[src/rtl/tgad_pkg.sv]
package tgad_pkg;

	localparam int HDR_LEN = 18;
	localparam int HDR_CW  = $clog2(HDR_LEN);
	localparam int QDEPTH  = 4;
	localparam int QAW     = $clog2(QDEPTH);
	localparam int OUT_DW  = 88;

	typedef enum logic [1:0] {
		KIND_HDR   = 2'd0,
		KIND_PAL   = 2'd1,
		KIND_PIXEL = 2'd2,
		KIND_ERR   = 2'd3
	} kind_t;

	typedef enum logic [2:0] {
		ERR_NONE       = 3'd0,
		ERR_BAD_TYPE   = 3'd1,
		ERR_MAP_ORIGIN = 3'd2,
		ERR_MAP_DEPTH  = 3'd3,
		ERR_PIX_DEPTH  = 3'd4,
		ERR_MAP_LONG   = 3'd5
	} err_t;

	typedef enum logic [1:0] {
		ALPHA_NONE   = 2'd0,
		ALPHA_BYTE   = 2'd1,
		ALPHA_OPAQUE = 2'd2
	} alpha_src_t;

	typedef enum logic [5:0] {
		PH_HEADER  = 6'b000001,
		PH_SKIP    = 6'b000010,
		PH_PALETTE = 6'b000100,
		PH_PIXELS  = 6'b001000,
		PH_DONE    = 6'b010000,
		PH_ERROR   = 6'b100000
	} phase_t;

	typedef struct packed {
		kind_t      kind;
		logic [15:0] pos_x;
		logic [15:0] pos_row;
		logic        flip;
		logic [15:0] height;
		logic [31:0] color;
		alpha_src_t  alpha_src;
		logic [7:0]  color_index;
		logic [5:0]  pixel_depth;
		err_t        error_code;
		logic        last;
	} tgad_rec_t;

endpackage

[src/rtl/tga_uncompressed_decoder_top.sv]
// TGA decoder for uncompressed colour-mapped and true-colour images, fed one file byte per
// beat with tuser marking the first byte of a file. It takes one byte every cycle while the
// queue has room and emits at most one result per byte: the header summary, each palette
// entry with its index, then each pixel (RGBA or palette index) with its column and output
// row, or a single error. A byte is parsed in the cycle it is accepted and its result
// enters a four-beat queue at that edge; the output register takes it from the queue when
// the output is empty or its beat is taken. While the output side stalls, the queue holds
// four results behind the one waiting at the output before input stops. Sustained rate:
// one byte per cycle while the queue has room.
module tga_uncompressed_decoder_top (
	input  logic        clk,
	input  logic        arst_n,
	input  logic        s_axis_tvalid,
	output logic        s_axis_tready,
	input  logic [7:0]  s_axis_tdata,  // data_byte
	input  logic        s_axis_tuser,  // start_of_file
	output logic        m_axis_tvalid,
	input  logic        m_axis_tready,
	// pos_x[15:0], pos_row[31:16], red[39:32], green[47:40], blue[55:48], alpha[63:56],
	// color_index[71:64], pixel_depth[77:72], error_code[80:78], zero[87:81]
	output logic [87:0] m_axis_tdata,
	output logic [1:0]  m_axis_tuser,  // kind
	output logic        m_axis_tlast
);
	import tgad_pkg::*;

	tgad_rec_t push_rec, pop_rec;
	logic      push, full, pop, empty;

	tgad_front u_front (
		.clk      (clk),
		.arst_n   (arst_n),
		.in_valid (s_axis_tvalid),
		.in_ready (s_axis_tready),
		.in_byte  (s_axis_tdata),
		.in_sof   (s_axis_tuser),
		.q_full   (full),
		.q_push   (push),
		.q_rec    (push_rec)
	);

	tgad_fifo u_fifo (
		.clk    (clk),
		.arst_n (arst_n),
		.push   (push),
		.din    (push_rec),
		.full   (full),
		.pop    (pop),
		.dout   (pop_rec),
		.empty  (empty)
	);

	tgad_back u_back (
		.clk       (clk),
		.arst_n    (arst_n),
		.q_rec     (pop_rec),
		.q_empty   (empty),
		.q_pop     (pop),
		.out_valid (m_axis_tvalid),
		.out_ready (m_axis_tready),
		.out_data  (m_axis_tdata),
		.out_kind  (m_axis_tuser),
		.out_last  (m_axis_tlast)
	);

endmodule

[src/rtl/tgad_front.sv]
module tgad_front (
	input  logic                clk,
	input  logic                arst_n,
	input  logic                in_valid,
	output logic                in_ready,
	input  logic [7:0]          in_byte,
	input  logic                in_sof,
	input  logic                q_full,
	output logic                q_push,
	output tgad_pkg::tgad_rec_t q_rec
);
	import tgad_pkg::*;

	phase_t             phase_q;
	logic [7:0]         hdr_q [HDR_LEN];
	logic [HDR_CW-1:0]  hcnt_q;
	logic [7:0]         skip_q;
	logic [15:0]        ent_q;
	logic [1:0]         bii_q;
	logic [23:0]        part_q;
	logic [15:0]        col_q;
	logic [15:0]        line_q;

	phase_t             ph, ph_n;
	logic [HDR_CW-1:0]  hc, hc_n;
	logic [7:0]         sk, sk_n;
	logic [15:0]        ent, ent_n;
	logic [1:0]         bii, bii_n;
	logic [23:0]        part, part_n, part_or;
	logic [15:0]        col, col_n;
	logic [15:0]        line, line_n;
	logic               acc;
	tgad_rec_t          rec;
	logic               push;

	logic               has_map, has_pix, has_ent, per4, item_done;
	logic [15:0]        origin, mlen, img_w, img_h;
	err_t               err;
	phase_t             after_hdr, after_skip, after_pal;
	logic [16:0]        col_inc, line_inc;
	logic               wrap, end_img;

	assign in_ready = !q_full;
	assign acc      = in_valid && in_ready;
	assign q_push   = acc && push;
	assign q_rec    = rec;

	assign origin  = {hdr_q[4], hdr_q[3]};
	assign mlen    = {hdr_q[6], hdr_q[5]};
	assign img_w   = {hdr_q[13], hdr_q[12]};
	assign img_h   = {hdr_q[15], hdr_q[14]};
	assign has_map = hdr_q[1] != 8'd0;
	assign has_pix = (img_w != 16'd0) && (img_h != 16'd0);
	assign has_ent = has_map && (mlen != 16'd0);

	always_comb begin
		if (hdr_q[2] != 8'd1 && hdr_q[2] != 8'd2) begin
			err = ERR_BAD_TYPE;
		end else if (has_map) begin
			if (origin != 16'd0) begin
				err = ERR_MAP_ORIGIN;
			end else if (hdr_q[7] != 8'd24 && hdr_q[7] != 8'd32) begin
				err = ERR_MAP_DEPTH;
			end else if (mlen > 16'd256) begin
				err = ERR_MAP_LONG;
			end else begin
				err = ERR_NONE;
			end
		end else if (hdr_q[16] != 8'd24 && hdr_q[16] != 8'd32) begin
			err = ERR_PIX_DEPTH;
		end else begin
			err = ERR_NONE;
		end
	end

	always_comb begin
		after_pal  = has_pix ? PH_PIXELS : PH_DONE;
		after_skip = has_ent ? PH_PALETTE : after_pal;
		after_hdr  = (hdr_q[0] != 8'd0) ? PH_SKIP : after_skip;
	end

	always_comb begin
		ph   = in_sof ? PH_HEADER : phase_q;
		hc   = in_sof ? '0 : hcnt_q;
		sk   = in_sof ? '0 : skip_q;
		ent  = in_sof ? '0 : ent_q;
		bii  = in_sof ? '0 : bii_q;
		part = in_sof ? '0 : part_q;
		col  = in_sof ? '0 : col_q;
		line = in_sof ? '0 : line_q;

		per4 = (ph == PH_PALETTE) ? (hdr_q[7] == 8'd32) : (hdr_q[16] == 8'd32);
		case (bii)
			2'd0: part_or = part | {16'd0, in_byte};
			2'd1: part_or = part | {8'd0, in_byte, 8'd0};
			2'd2: part_or = part | {in_byte, 16'd0};
			default: part_or = part;
		endcase
		item_done = per4 ? (bii == 2'd3) : (bii == 2'd2);

		col_inc  = {1'b0, col} + 17'd1;
		line_inc = {1'b0, line} + 17'd1;
		wrap     = col_inc >= {1'b0, img_w};
		end_img  = wrap && (line_inc >= {1'b0, img_h});

		ph_n   = ph;
		hc_n   = hc;
		sk_n   = sk;
		ent_n  = ent;
		bii_n  = bii;
		part_n = part;
		col_n  = col;
		line_n = line;
		rec    = '0;
		push   = 1'b0;

		case (ph)
			PH_HEADER: begin
				if (hc == HDR_CW'(HDR_LEN - 1)) begin
					push   = 1'b1;
					hc_n   = '0;
					sk_n   = '0;
					ent_n  = '0;
					bii_n  = '0;
					part_n = '0;
					col_n  = '0;
					line_n = '0;
					if (err != ERR_NONE) begin
						rec.kind       = KIND_ERR;
						rec.error_code = err;
						rec.last       = 1'b1;
						ph_n           = PH_ERROR;
					end else begin
						rec.kind    = KIND_HDR;
						rec.pos_x   = img_w;
						rec.pos_row = img_h;
						if (has_map) begin
							rec.pixel_depth = (mlen <= 16'd16) ? 6'd4 : 6'd8;
						end else begin
							rec.pixel_depth = 6'd32;
						end
						rec.last = !has_ent && !has_pix;
						ph_n     = after_hdr;
					end
				end else begin
					hc_n = hc + HDR_CW'(1);
				end
			end
			PH_SKIP: begin
				sk_n = sk + 8'd1;
				if (sk_n >= hdr_q[0]) begin
					ph_n = after_skip;
				end
			end
			PH_PALETTE: begin
				if (item_done) begin
					push          = 1'b1;
					rec.kind      = KIND_PAL;
					rec.pos_x     = ent;
					rec.color     = {in_byte, part_or};
					rec.alpha_src = per4 ? ALPHA_BYTE : ALPHA_OPAQUE;
					bii_n         = '0;
					part_n        = '0;
					ent_n         = ent + 16'd1;
					if (ent_n >= mlen) begin
						ph_n     = after_pal;
						rec.last = !has_pix;
					end
				end else begin
					bii_n  = bii + 2'd1;
					part_n = part_or;
				end
			end
			PH_PIXELS: begin
				rec.kind    = KIND_PIXEL;
				rec.pos_x   = col;
				rec.pos_row = line;
				rec.flip    = !hdr_q[17][5];
				rec.height  = img_h;
				rec.last    = end_img;
				if (has_map) begin
					push            = 1'b1;
					rec.color_index = in_byte;
				end else if (item_done) begin
					push          = 1'b1;
					rec.color     = {in_byte, part_or};
					rec.alpha_src = per4 ? ALPHA_BYTE : ALPHA_OPAQUE;
					bii_n         = '0;
					part_n        = '0;
				end else begin
					bii_n  = bii + 2'd1;
					part_n = part_or;
				end
				if (push) begin
					if (wrap) begin
						col_n  = '0;
						line_n = line_inc[15:0];
						if (end_img) begin
							ph_n = PH_DONE;
						end
					end else begin
						col_n = col_inc[15:0];
					end
				end
			end
			default: begin
			end
		endcase
	end

	always_ff @(posedge clk or negedge arst_n) begin
		if (!arst_n) begin
			phase_q <= PH_HEADER;
			hcnt_q  <= '0;
			skip_q  <= '0;
			ent_q   <= '0;
			bii_q   <= '0;
			part_q  <= '0;
			col_q   <= '0;
			line_q  <= '0;
		end else if (acc) begin
			phase_q <= ph_n;
			hcnt_q  <= hc_n;
			skip_q  <= sk_n;
			ent_q   <= ent_n;
			bii_q   <= bii_n;
			part_q  <= part_n;
			col_q   <= col_n;
			line_q  <= line_n;
		end
	end

	always_ff @(posedge clk) begin
		for (int i = 0; i < HDR_LEN; i++) begin
			if (acc && ph == PH_HEADER && hc == HDR_CW'(i)) begin
				hdr_q[i] <= in_byte;
			end
		end
	end

endmodule

[src/rtl/tgad_fifo.sv]
module tgad_fifo (
	input  logic                clk,
	input  logic                arst_n,
	input  logic                push,
	input  tgad_pkg::tgad_rec_t din,
	output logic                full,
	input  logic                pop,
	output tgad_pkg::tgad_rec_t dout,
	output logic                empty
);
	import tgad_pkg::*;

	tgad_rec_t      mem_q [QDEPTH];
	logic [QAW-1:0] wr_q, rd_q;
	logic [QAW:0]   cnt_q;
	logic           do_push, do_pop;

	assign full    = cnt_q == (QAW + 1)'(QDEPTH);
	assign empty   = cnt_q == '0;
	assign do_push = push && !full;
	assign do_pop  = pop && !empty;
	assign dout    = mem_q[rd_q];

	always_ff @(posedge clk or negedge arst_n) begin
		if (!arst_n) begin
			wr_q  <= '0;
			rd_q  <= '0;
			cnt_q <= '0;
		end else begin
			if (do_push) begin
				wr_q <= (wr_q == QAW'(QDEPTH - 1)) ? '0 : wr_q + QAW'(1);
			end
			if (do_pop) begin
				rd_q <= (rd_q == QAW'(QDEPTH - 1)) ? '0 : rd_q + QAW'(1);
			end
			if (do_push && !do_pop) begin
				cnt_q <= cnt_q + (QAW + 1)'(1);
			end else if (do_pop && !do_push) begin
				cnt_q <= cnt_q - (QAW + 1)'(1);
			end
		end
	end

	always_ff @(posedge clk) begin
		if (do_push) begin
			mem_q[wr_q] <= din;
		end
	end

endmodule

[src/rtl/tgad_back.sv]
module tgad_back (
	input  logic                       clk,
	input  logic                       arst_n,
	input  tgad_pkg::tgad_rec_t        q_rec,
	input  logic                       q_empty,
	output logic                       q_pop,
	output logic                       out_valid,
	input  logic                       out_ready,
	output logic [tgad_pkg::OUT_DW-1:0] out_data,
	output logic [1:0]                 out_kind,
	output logic                       out_last
);
	import tgad_pkg::*;

	logic              valid_q;
	logic [OUT_DW-1:0] data_q;
	logic [1:0]        kind_q;
	logic              last_q;
	logic [15:0]       row;
	logic [7:0]        alpha;
	logic [OUT_DW-1:0] data_n;

	assign q_pop     = !q_empty && (!valid_q || out_ready);
	assign out_valid = valid_q;
	assign out_data  = data_q;
	assign out_kind  = kind_q;
	assign out_last  = last_q;

	always_comb begin
		if (q_rec.kind == KIND_PIXEL && q_rec.flip) begin
			row = q_rec.height - 16'd1 - q_rec.pos_row;
		end else begin
			row = q_rec.pos_row;
		end
		case (q_rec.alpha_src)
			ALPHA_BYTE:   alpha = q_rec.color[31:24];
			ALPHA_OPAQUE: alpha = 8'hFF;
			default:      alpha = 8'h00;
		endcase
		data_n = {7'd0, q_rec.error_code, q_rec.pixel_depth, q_rec.color_index, alpha,
			q_rec.color[7:0], q_rec.color[15:8], q_rec.color[23:16], row, q_rec.pos_x};
	end

	always_ff @(posedge clk or negedge arst_n) begin
		if (!arst_n) begin
			valid_q <= 1'b0;
		end else if (q_pop) begin
			valid_q <= 1'b1;
		end else if (out_ready) begin
			valid_q <= 1'b0;
		end
	end

	always_ff @(posedge clk) begin
		if (q_pop) begin
			data_q <= data_n;
			kind_q <= q_rec.kind;
			last_q <= q_rec.last;
		end
	end

endmodule

[config.mk]
export PLATFORM = sky130hd
export DESIGN_NAME = tga_uncompressed_decoder_top
export DESIGN_NICKNAME = d
export VERILOG_FILES = /design/src/rtl/tgad_pkg.sv /design/src/rtl/tga_uncompressed_decoder_top.sv /design/src/rtl/tgad_front.sv /design/src/rtl/tgad_fifo.sv /design/src/rtl/tgad_back.sv
export SDC_FILE = /design/constraint.sdc
export NUM_CORES = 1
export LEC_CHECK = 0
export ABC_AREA = 0
export BUFFER_PORTS_ARGS = -buffer_cell sky130_fd_sc_hd__buf_2
export CAP_MARGIN = 5
export CORE_MARGIN = 2
export CORE_UTILIZATION = 39
export CTS_CLUSTER_DIAMETER = 60
export DETAILED_ROUTE_END_ITERATION = 10
export HOLD_SLACK_MARGIN = 0.03
export PLACE_DENSITY = 0.55
export SYNTH_ARGS = -nofsm -noshare
export SYNTH_HDL_FRONTEND = slang
export SYNTH_HIERARCHICAL = 1
export SYNTH_SLANG_ARGS = --single-unit
[constraint.sdc]
create_clock -name clk -period 20.6 [get_ports clk]
set_clock_uncertainty 0.2 [all_clocks]
set_input_delay 0 -clock clk [delete_from_list [all_inputs] [get_ports clk]]
set_output_delay 0 -clock clk [all_outputs]
set_load 0.02 [all_outputs]
# Word level (Yosys, flattened, before mapping)
# Memory sizes are Yosys's and may differ from the RTL's.
# Cells that the tools add are included.
# op_classes
addsub,12
magnitude_cmp,6
n_eq_ne,38
n_mux,177
bitwise_logic,3
reduce_logical,72
# ops
operator,n
$mux W16,12
$mux W8,21
$pmux W24 S3,2
$reduce_or A8 Y1,17
$pmux W16 S2,4
$mux W5,21
$mux W34,3
$mux W24,4
$mux W6,13
$pmux W34 S2,1
$mux W1,66
$reduce_bool A16 Y1,4
$pmux W18 S3,1
$eq A5 B4 Y1 const B,8
$add A16 B1 Y17 const B,2
$ge A17 B16 Y1,2
$logic_and A1 B1 Y1,34
$mux W17,2
$mux W32,1
$pmux W8 S2,2
$mux W3,9
$or A24 B16 Y24,1
$or A24 B24 Y24,1
$or A24 B8 Y24,1
43 further kinds,76
# word_totals
regBits,185
ramBits,556
output_inout_bits,93
n_memories,2
# memory_table
memory,depth,width,rd,rd_ports_with_merged_regs,wr,line,rtl
u_fifo.mem_q,4,103,1,0,1,tgad_fifo.sv:13,tgad_rec_t mem_q [QDEPTH];
u_front.hdr_q,18,8,14,0,1,tgad_front.sv:15,logic [7:0] hdr_q [HDR_LEN];

# Longest topological paths before layout
# Gate-level depths: netlist (run 1).
# logic_depth
depth_word,25
ltp_mapped,22
ltp_nobuf,15

# Cells and area by module
# Netlist (run 1), hierarchy kept.
# by_module_without_submodules
mod,instances,cells_per_inst,area_each_um2,seq_area_each_um2
tgad_fifo,1,576,15305.9,12547.0
tgad_front,1,1219,11828.8,5481.5
tgad_back,1,275,3718.6,2547.4

# Worst setup path after synthesis (run 1)
# Ideal clock, no wire load.
# synth_timing
path_kind,register to register
startpoint,register u_fifo.cnt_q[0]
endpoint,register u_fifo.cnt_q[1]
setup_time_ns,0.125
arrival_time_ns,6.576
setup_slack_ns,13.699
path_stages_with_launch,8
path_buffers,0
synth_period_minus_slack_ns,6.901
cell_sequence,dfrtp_1 nor3_1 a21oi_1 o31ai_1 ha_1 inv_1 fa_1 mux2_2
# synth_between
elab_cells_between_ends,18
classes_between,2 x add/sub; 1 x eq/ne; 2 x mux; 13 x reduce/logical
# synth_rtl
item,line,rtl
from (decl),tgad_fifo.sv:15,logic [QAW:0] cnt_q;
from (signal assigned),tgad_fifo.sv:37,cnt_q <= cnt_q + (QAW + 1)'(1);
from (signal assigned),tgad_fifo.sv:39,cnt_q <= cnt_q - (QAW + 1)'(1);
$logic_not A3 Y1 *,tgad_fifo.sv:19,assign empty = cnt_q == '0;
named net empty,tga_uncompressed_decoder_top.sv:28,"logic push, full, pop, empty;"
$logic_not A1 Y1 *,tgad_back.sv:23,assign q_pop = !q_empty && (!valid_q || out_ready);
$logic_and A1 B1 Y1 *,tgad_back.sv:23,
named net pop,tga_uncompressed_decoder_top.sv:28,
$logic_and A1 B1 Y1 *,tgad_fifo.sv:21,assign do_pop = pop && !empty;
$logic_not A1 Y1,tgad_fifo.sv:36,if (do_push && !do_pop) begin
$logic_and A1 B1 Y1,tgad_fifo.sv:36,
$mux W3 or $reduce_bool A2 Y1 (tied branches),-,
# Mark *: on every way through the listed nets, which the timed path passes. The rest lies on a longest branch. The select of a mux whose other input is x is not followed.
# A chain may end at the register's enable or synchronous reset.

# Worst setup path in the final report (run 1)
# layout_timing
startpoint,register u_front.phase_q[3]
endpoint,"memory u_fifo/mem_q[2][56] (netlist bit), enable pin"
# layout_between
elab_chain_cells,12
elab_cells_between_ends,14
classes_between,3 x eq/ne; 9 x mux; 2 x reduce/logical
# layout_lines
item,line,rtl
from (decl),tgad_front.sv:14,phase_t phase_q;
from (signal assigned),tgad_front.sv:222,phase_q <= ph_n;
$mux W6 *,tgad_front.sv:83,ph = in_sof ? PH_HEADER : phase_q;
$eq A6 B3 Y1,"tgad_front.sv:92, tgad_front.sv:117",
$mux W1,tgad_front.sv:92,per4 = (ph == PH_PALETTE) ? (hdr_q[7] == 8'd32) : (hdr_q[16] == 8'd32);
$mux W1,tgad_front.sv:99,item_done = per4 ? (bii == 2'd3) : (bii == 2'd2);
$mux W1,"tgad_front.sv:156, tgad_front.sv:184",
$mux W1,tgad_front.sv:181,if (has_map) begin
$mux W1,tgad_front.sv:117,case (ph)
$pmux W1 S3 *,tgad_front.sv:117,
$logic_and A1 B1 Y1 *,tgad_front.sv:45,assign q_push = acc && push;
named net push,tga_uncompressed_decoder_top.sv:28,
$logic_and A1 B1 Y1 *,tgad_fifo.sv:20,assign do_push = push && !full;
$mux W1 *,tgad_fifo.sv:45,if (do_push) begin
$mux W1 (not written as such) *,tgad_fifo.sv:46,mem_q[wr_q] <= din;
to (decl),tgad_fifo.sv:13,
# Marked as above.

==> impl_results.md, run 1 <==
- Result of the run: completed
- Storage element area: 0.02058 mm^2
- Layout cells sized above 1: 16.59%
- Cell-by-cell listing of the critical path: nor4_2, and3_1, mux2_4, mux2i_2, inv_1, a21oi_1, a21oi_1, nor2b_1, and2_4, buf_4
- CTS tree: done
- Largest delay share family, worst path: simple AND/OR/NAND/NOR gates
- Worst Tran Pin Value: 1.063 ns
- Final antenna diode count: 0
- DIE AREA: 0.08138 mm^2
- Worst vdd rail ir drop: 0.00006766 V
- Core Footprint: 0.07861 mm^2
- Grt total ovfl: 0
- DP HPWL: 45810 um
- Final total negative setup slack: 0 ns
- Highest clock frequency the design can meet: 170.9 MHz
- Rows: 103
- Number of search-and-repair iterations in the first detailed-routing pass: 6
- Final setup violation count: 0
- Number of enable-type register cells in the synthesized netlist: 601
- CP Data Required Time: 20.64 ns
- Synthesized instance count: 2070
- Final WL: 72470 um
- Static Leakage: 13.17 nW
- Initial drt markers: 1533
- Setup Crit Path Kind: reg2reg
- Number of buffers inserted for hold repair after clock tree synthesis: 16
- Post-synth design cell area: 0.03085 mm^2
- Max Root-Sink Buffers: 3
- Min cycle time layout: 5.852 ns
- Max stage delay on crit path: 0.80 ns
- H-tree depth: 3
- Die extent in x: 285.3 um
- Final net count: 2300
- Unrepaired setup endpoints after global routing: no
- Largest area contributor in the synthesized netlist: sky130_fd_sc_hd__edfxtp_1
- Share of synthesized registers carrying an async set or reset: 14.39%
- Vias per Instance: 5.442
- Combined global-route utilization of all metal layers: 17.93%
- Number of antenna violations at the first check in global routing: 1
- Crit start category: flop
- Number of buffers created by CTS: 82
- Vias in the first global route: 18570
- Wire length per cell after detailed routing: 21.89 um
- Number of non-filler instances in the completed layout: 3310
- Worst setup path startpoint: u_front/phase_q[3]$_DFFE_PN0P_
- Leading cell types in the layout, fill and taps excluded: 601 x sky130_fd_sc_hd__edfxtp_1, 161 x sky130_fd_sc_hd__nand2_1, 119 x sky130_fd_sc_hd__nor2_1
- Multi-input gate area in the final layout: 0.009369 mm^2
- Total instance count after detailed placement: 3142
- Initial core utilization: 39.25%
- DIE HEIGHT: 285.3 um
- Count of filler cells inserted in the layout: 7024
- Relative area change from synthesis to final layout: 14.28%
- Cell occurring most often along the worst timing path: sky130_fd_sc_hd__a21oi_1
- Seq/Total Area, Yosys: 66.69%
- Number of I/O port buffers: 98
- Fraction of the cycle the final worst path needs: 28.41%
- Clk_lat worst skew: 0.65 ns
- Crit path max fanout: 53
- Ports placed on the boundary: 106
- Power density over the cells: 116.6 mW/mm^2
- Total count of hold-check failures in the final report: 0
- Critical register-to-register path startpoint: u_front/phase_q[3]$_DFFE_PN0P_
- Via count: 18010
- Capturing element type of the critical path: flop
- Critical path buffers and inverters: 2
- Post-route DRC: 0
- Root Buffer: sky130_fd_sc_hd__clkbuf_16
- Post-synthesis register bit count: 702
- Cells taking the most area after synthesis: sky130_fd_sc_hd__edfxtp_1 58%, sky130_fd_sc_hd__dfrtp_1 8.1%, sky130_fd_sc_hd__mux4_2 7.5%
- Distinct cells, synth: 82
- Maximum number of pins on one net before global-route repair: 61
- Clock transition at the register clock pins on the worst setup and hold paths after CTS: 0.06 ns
- Max cap viols: 0
- Area fraction of the dominant cell type after synthesis: 58.49%
- Clock net sink count: 702
- Crit path DAT: 5.89 ns
- Final ANT Viol Nets: 0
- Wire length of the first global-routing pass: 112200 um
- Kind of path behind the tightest hold check: in2reg
- Post-CTS setup buffers: 0
- Synthesized area per cell: 14.90 um^2
- Weighted congestion reported at the end of routability-driven placement: 0.8641
- Tightest slew margin relative to the limit: 28.57%
- Most common cell after layout, fill and taps aside: sky130_fd_sc_hd__edfxtp_1
- Count of instances resized after the clock tree is built: 0
- Commonest register cell after synthesis: sky130_fd_sc_hd__edfxtp_1
- Worst min-delay path startpoint: s_axis_tdata[1]
- Synthesis warning total: 6
- Fin. max-slew vios: 0
- CP max-delay cell: sky130_fd_sc_hd__buf_4
state kept, by name, summed over array words and instances, names as in the netlist, 2 cells and up:
name             flops
u_front/line_q      16
u_front/part_q      24
u_front/bii_q        2
u_front/hcnt_q       5
u_front/phase_q      6
u_back/out_kind      2
u_back/out_data     81
u_front/skip_q       8
u_front/hdr_q      105
u_front/col_q       16
u_fifo/cnt_q         3
u_fifo/wr_q          2
u_front/ent_q       16
u_fifo/mem_q       412
u_fifo/rd_q          2
routing by layer:
metal | vias to the layer above | wire length (um) | global-route usage, % | part of all wire (%)
met4 | 0 | 1449 | 4.869 | 2.0
met5 | - | 0 | 0 | 0
met3 | 121 | 3688 | 3.192 | 5.1
met1 | 9223 | 31860 | 24.31 | 44
li1 | 8204 | - | - | -
met2 | 465 | 35480 | 29.80 | 49
layout make-up:
type                    count  area share (%)
well taps                1050           3.726
inverters                 101           1.075
clock buffers             110           6.203
clock inverters            42           1.657
multi-input cells        1168           26.57
flip-flops and latches    702           58.38
repair buffers            137           2.392
power by group:
group / internal, mW / total [mW] / switching [mW] / leakage [nW]
combinational: 0.363 / 0.916 / 0.553 / 4.55
sequential: 1.68 / 1.74 / 0.0603 / 7.29
clock: 0.863 / 1.46 / 0.594 / 1.33
total: 2.90 / 4.11 / 1.21 / 13.2
synth_stat cells, types with 10 or more instances:
cell type,instances
sky130_fd_sc_hd__o2bb2ai_1,25
sky130_fd_sc_hd__xor2_1,29
sky130_fd_sc_hd__a31oi_1,14
sky130_fd_sc_hd__nor2b_1,33
sky130_fd_sc_hd__a22o_1,47
sky130_fd_sc_hd__o21ai_0,68
sky130_fd_sc_hd__nor4_1,21
sky130_fd_sc_hd__mux2i_1,10
sky130_fd_sc_hd__nand2_1,161
sky130_fd_sc_hd__and3_1,37
sky130_fd_sc_hd__xnor2_1,31
sky130_fd_sc_hd__buf_4,15
sky130_fd_sc_hd__nand3_1,38
sky130_fd_sc_hd__inv_1,101
sky130_fd_sc_hd__edfxtp_1,601
sky130_fd_sc_hd__buf_2,25
sky130_fd_sc_hd__nand4_1,20
sky130_fd_sc_hd__ha_1,93
sky130_fd_sc_hd__nor2_1,119
sky130_fd_sc_hd__a21oi_1,71
sky130_fd_sc_hd__a22oi_1,39
sky130_fd_sc_hd__clkbuf_1,44
sky130_fd_sc_hd__mux4_2,103
sky130_fd_sc_hd__nor3_1,23
sky130_fd_sc_hd__dfrtp_1,100
sky130_fd_sc_hd__and2_1,21
cells by family after synthesis:
family	share of synthesized area [%]
flip-flops	66.69
AND/OR/NAND/NOR	8.682
AO/OA/AOI/OAI	7.754
buffers and inverters	3.135
multiplexers	8.111
adder cells (fa/ha/maj)	3.901
XOR/XNOR	1.703
other	0.02434
path summary, 6_finish.rpt:
check,slack [ns],cells after the start,to
worst min-delay path,0.25,2,u_front/hdr_q[5][1]$_DFFE_PP_
worst max-delay path,14.75,10,u_fifo/mem_q[2][56]$_DFFE_PP_
max in group asynchronous,18.88,4,u_fifo/rd_q[0]$_DFFE_PN0P_
worst max register to register,14.75,10,u_fifo/mem_q[2][56]$_DFFE_PP_
min in group asynchronous,0.30,4,u_front/part_q[21]$_DFFE_PN0P_
worst min register to register,0.28,2,u_front/hcnt_q[4]$_DFFE_PN0P_
stage by stage:
stage | cell area (um^2) | util (%) | power (mW) | hold WS [ns] | setup WS, ns
after global routing | 35260 | 44.85 | 4.310 | 0.2464 | 14.40
after floorplan | 30880 | - | 2.442 | -0.4956 | 13.70
final | 35260 | 44.85 | 4.111 | 0.2451 | 14.75
after global placement | 32310 | 41.10 | 2.680 | -0.1643 | 14.76
after detailed placement | 32310 | 41.10 | 2.693 | -0.1566 | 14.66
after CTS | 35260 | 44.85 | 4.169 | 0.2279 | 14.66
Power figures use the tool's default switching activity.
==> inputs of run 2 (changes only) <==
- clock period: 20.6 -> 5.78 ns (I/O delays scaled with it)
==> impl_results.md, run 2 (synthesized netlist as in run 1, its figures left out) <==
- Result of the run: completed
- Root Buffer: sky130_fd_sc_hd__clkbuf_16
- Post-route DRC: 0
- Core Footprint: 0.07861 mm^2
- Leading cell types in the layout, fill and taps excluded: 601 x sky130_fd_sc_hd__edfxtp_1, 161 x sky130_fd_sc_hd__nand2_1, 119 x sky130_fd_sc_hd__nor2_1
- Overall power of the completed layout: 14.26 mW
- CP max-delay cell: sky130_fd_sc_hd__o21ai_2
- Final standard cell utilization of the core: 44.80%
- Sequential power share: 43.8%
- Crit start category: flop
- Weighted congestion reported at the end of routability-driven placement: 0.8909
- Number of buffers created by CTS: 79
- Net switching power figure: 4.220 mW
- Rows: 103
- Crit path max fanout: 16
- Final total negative setup slack: 0 ns
- Final setup violation count: 0
- Max stage delay on crit path: 0.51 ns
- Grt total ovfl: 0
- Relative area change from synthesis to final layout: 14.14%
- Placement Cell Area: 0.03253 mm^2
- Design internal power: 10.04 mW
- Post-CTS setup buffers: 0
- DIE AREA: 0.08138 mm^2
- Worst vdd rail ir drop: 0.0002231 V
- Cell-by-cell listing of the critical path: nor2b_1, ha_1, nand3_1, nor4_1, buf_4, nand3_1, xor2_1, nor2_1, ha_1, nand4_1, o21bai_1, a311oi_1, o211ai_1, buf_4, and3_1, o21ai_2, a22o_1
- Number of antenna violations at the first check in global routing: 2
- Setup Crit Path Kind: reg2reg
- Number of buffers inserted for hold repair after clock tree synthesis: 15
- Maximum number of pins on one net before global-route repair: 56
- Kind of path behind the tightest hold check: in2reg
- Fraction of the cycle the final worst path needs: 75.81%
- Clk_lat worst skew: 0.64 ns
- DP HPWL: 46950 um
- Power density over the cells: 404.9 mW/mm^2
- Vias per Instance: 5.462
- Clock net sink count: 702
- Number of non-filler instances in the completed layout: 3319
- Final antenna diode count: 0
- Via count: 18130
- CP Data Required Time: 6.15 ns
- Tightest slew margin relative to the limit: 20.32%
- Layout cells sized above 1: 17.01%
- Max Root-Sink Buffers: 3
- Final WL: 73030 um
- Count of instances resized after the clock tree is built: 0
- Ports placed on the boundary: 106
- Worst Tran Pin Value: 1.186 ns
- Most common cell after layout, fill and taps aside: sky130_fd_sc_hd__edfxtp_1
- DIE HEIGHT: 285.3 um
- Highest clock frequency the design can meet: 228.2 MHz
- Fin. max-slew vios: 0
- Clock share of power: 33.8%
- Initial drt markers: 1596
- Pre-CTS worst setup slack: 1.376 ns
- Wire length per cell after detailed routing: 22.00 um
- Total count of hold-check failures in the final report: 0
- Worst Hold Margin: 0.2730 ns
- Unrepaired setup endpoints after global routing: no
- Initial core utilization: 39.25%
- Min cycle time layout: 4.382 ns
- Combined global-route utilization of all metal layers: 17.99%
- Number of search-and-repair iterations in the first detailed-routing pass: 6
- Number of I/O port buffers: 98
- Final net count: 2313
- Capturing element type of the critical path: flop
- Max cap viols: 0
- Vias in the first global route: 18510
- Crit path DAT: 4.75 ns
- Wire length of the first global-routing pass: 112900 um
- Static Leakage: 13.14 nW
- Max FFs per register: 412
- Switching share of total power: 29.60%
- H-tree depth: 3
- Final Cell Area: 0.03522 mm^2
- Part of the power in combinational logic: 22.4%
- Total instance count after detailed placement: 3159
- CTS tree: done
- Die extent in x: 285.3 um
- Final ANT Viol Nets: 0
- Register with the most flip-flops: u_fifo/mem_q
- Clock transition at the register clock pins on the worst setup and hold paths after CTS: 0.06 ns
- Final setup margin: 1.398 ns
- Count of filler cells inserted in the layout: 6991
[run 2: cell count changes in the layout (fill, tap and decap cells not counted), sizes merged]
cell | previous run | this run
buf | 122 | 139
bufinv | 8 | 3
clkbuf | 110 | 103
clkinv | 26 | 25
clkinvlp | 1 | 6
dlygate4sd3 | 15 | 14
inv | 108 | 109
[run 2: final cells by class]
type	instances	area (um^2)	share of cell area (%)
clock buffer	103	2108	5.987
inverter	101	379.1	1.077
timing repair buffer	153	1049	2.977
multi-input combinational	1168	9369	26.61
sequential	702	20580	58.45
tap	1050	1314	3.731
clock inverter	42	412.9	1.173
[run 2: metal layers]
layer | share of wire [%] | global-route usage [%]
met2 | 48 | 29.25
met5 | 0 | 0
met1 | 45 | 25.34
met4 | 1.9 | 4.660
met3 | 4.4 | 2.784
[run 2: path summary, 6_finish.rpt]
path / start / endpoint / slack, ns / cells past startpoint
max: u_front/col_q[0]$_DFFE_PN0P_ / u_front/line_q[7]$_DFFE_PN0P_ / 1.40 / 17
min: s_axis_tdata[0] / u_front/hdr_q[5][0]$_DFFE_PP_ / 0.27 / 2
max reg2reg: u_front/col_q[0]$_DFFE_PN0P_ / u_front/line_q[7]$_DFFE_PN0P_ / 1.40 / 17
min reg2reg: u_front/hcnt_q[4]$_DFFE_PN0P_ / u_front/hcnt_q[4]$_DFFE_PN0P_ / 0.28 / 2
max in group asynchronous: arst_n / u_front/phase_q[1]$_DFFE_PN0P_ / 4.29 / 4
min in group asynchronous: arst_n / u_front/phase_q[0]$_DFFE_PN1P_ / 0.38 / 3
[run 2: critical path, delay by kind of cell, from the launching register on]
kind,cells,cell delay [ns]
and+or+nand+nor,7,1.38
adders and majority gates,2,0.53
DFF,1,0.40
xor gates and xnor gates,1,0.15
AOI/OAI and AO/OA,5,1.23
buffers and inverters,2,0.42
[run 2: power by group through the flow]
stage	Clock, mW	Sequential, mW	Combinational, mW
after floorplan	0	6.59	2.10
after global placement	0	6.37	3.20
after detailed placement	0	6.37	3.23
after CTS	4.94	6.27	3.25
after global routing	5.15	6.31	3.51
final	4.81	6.25	3.19
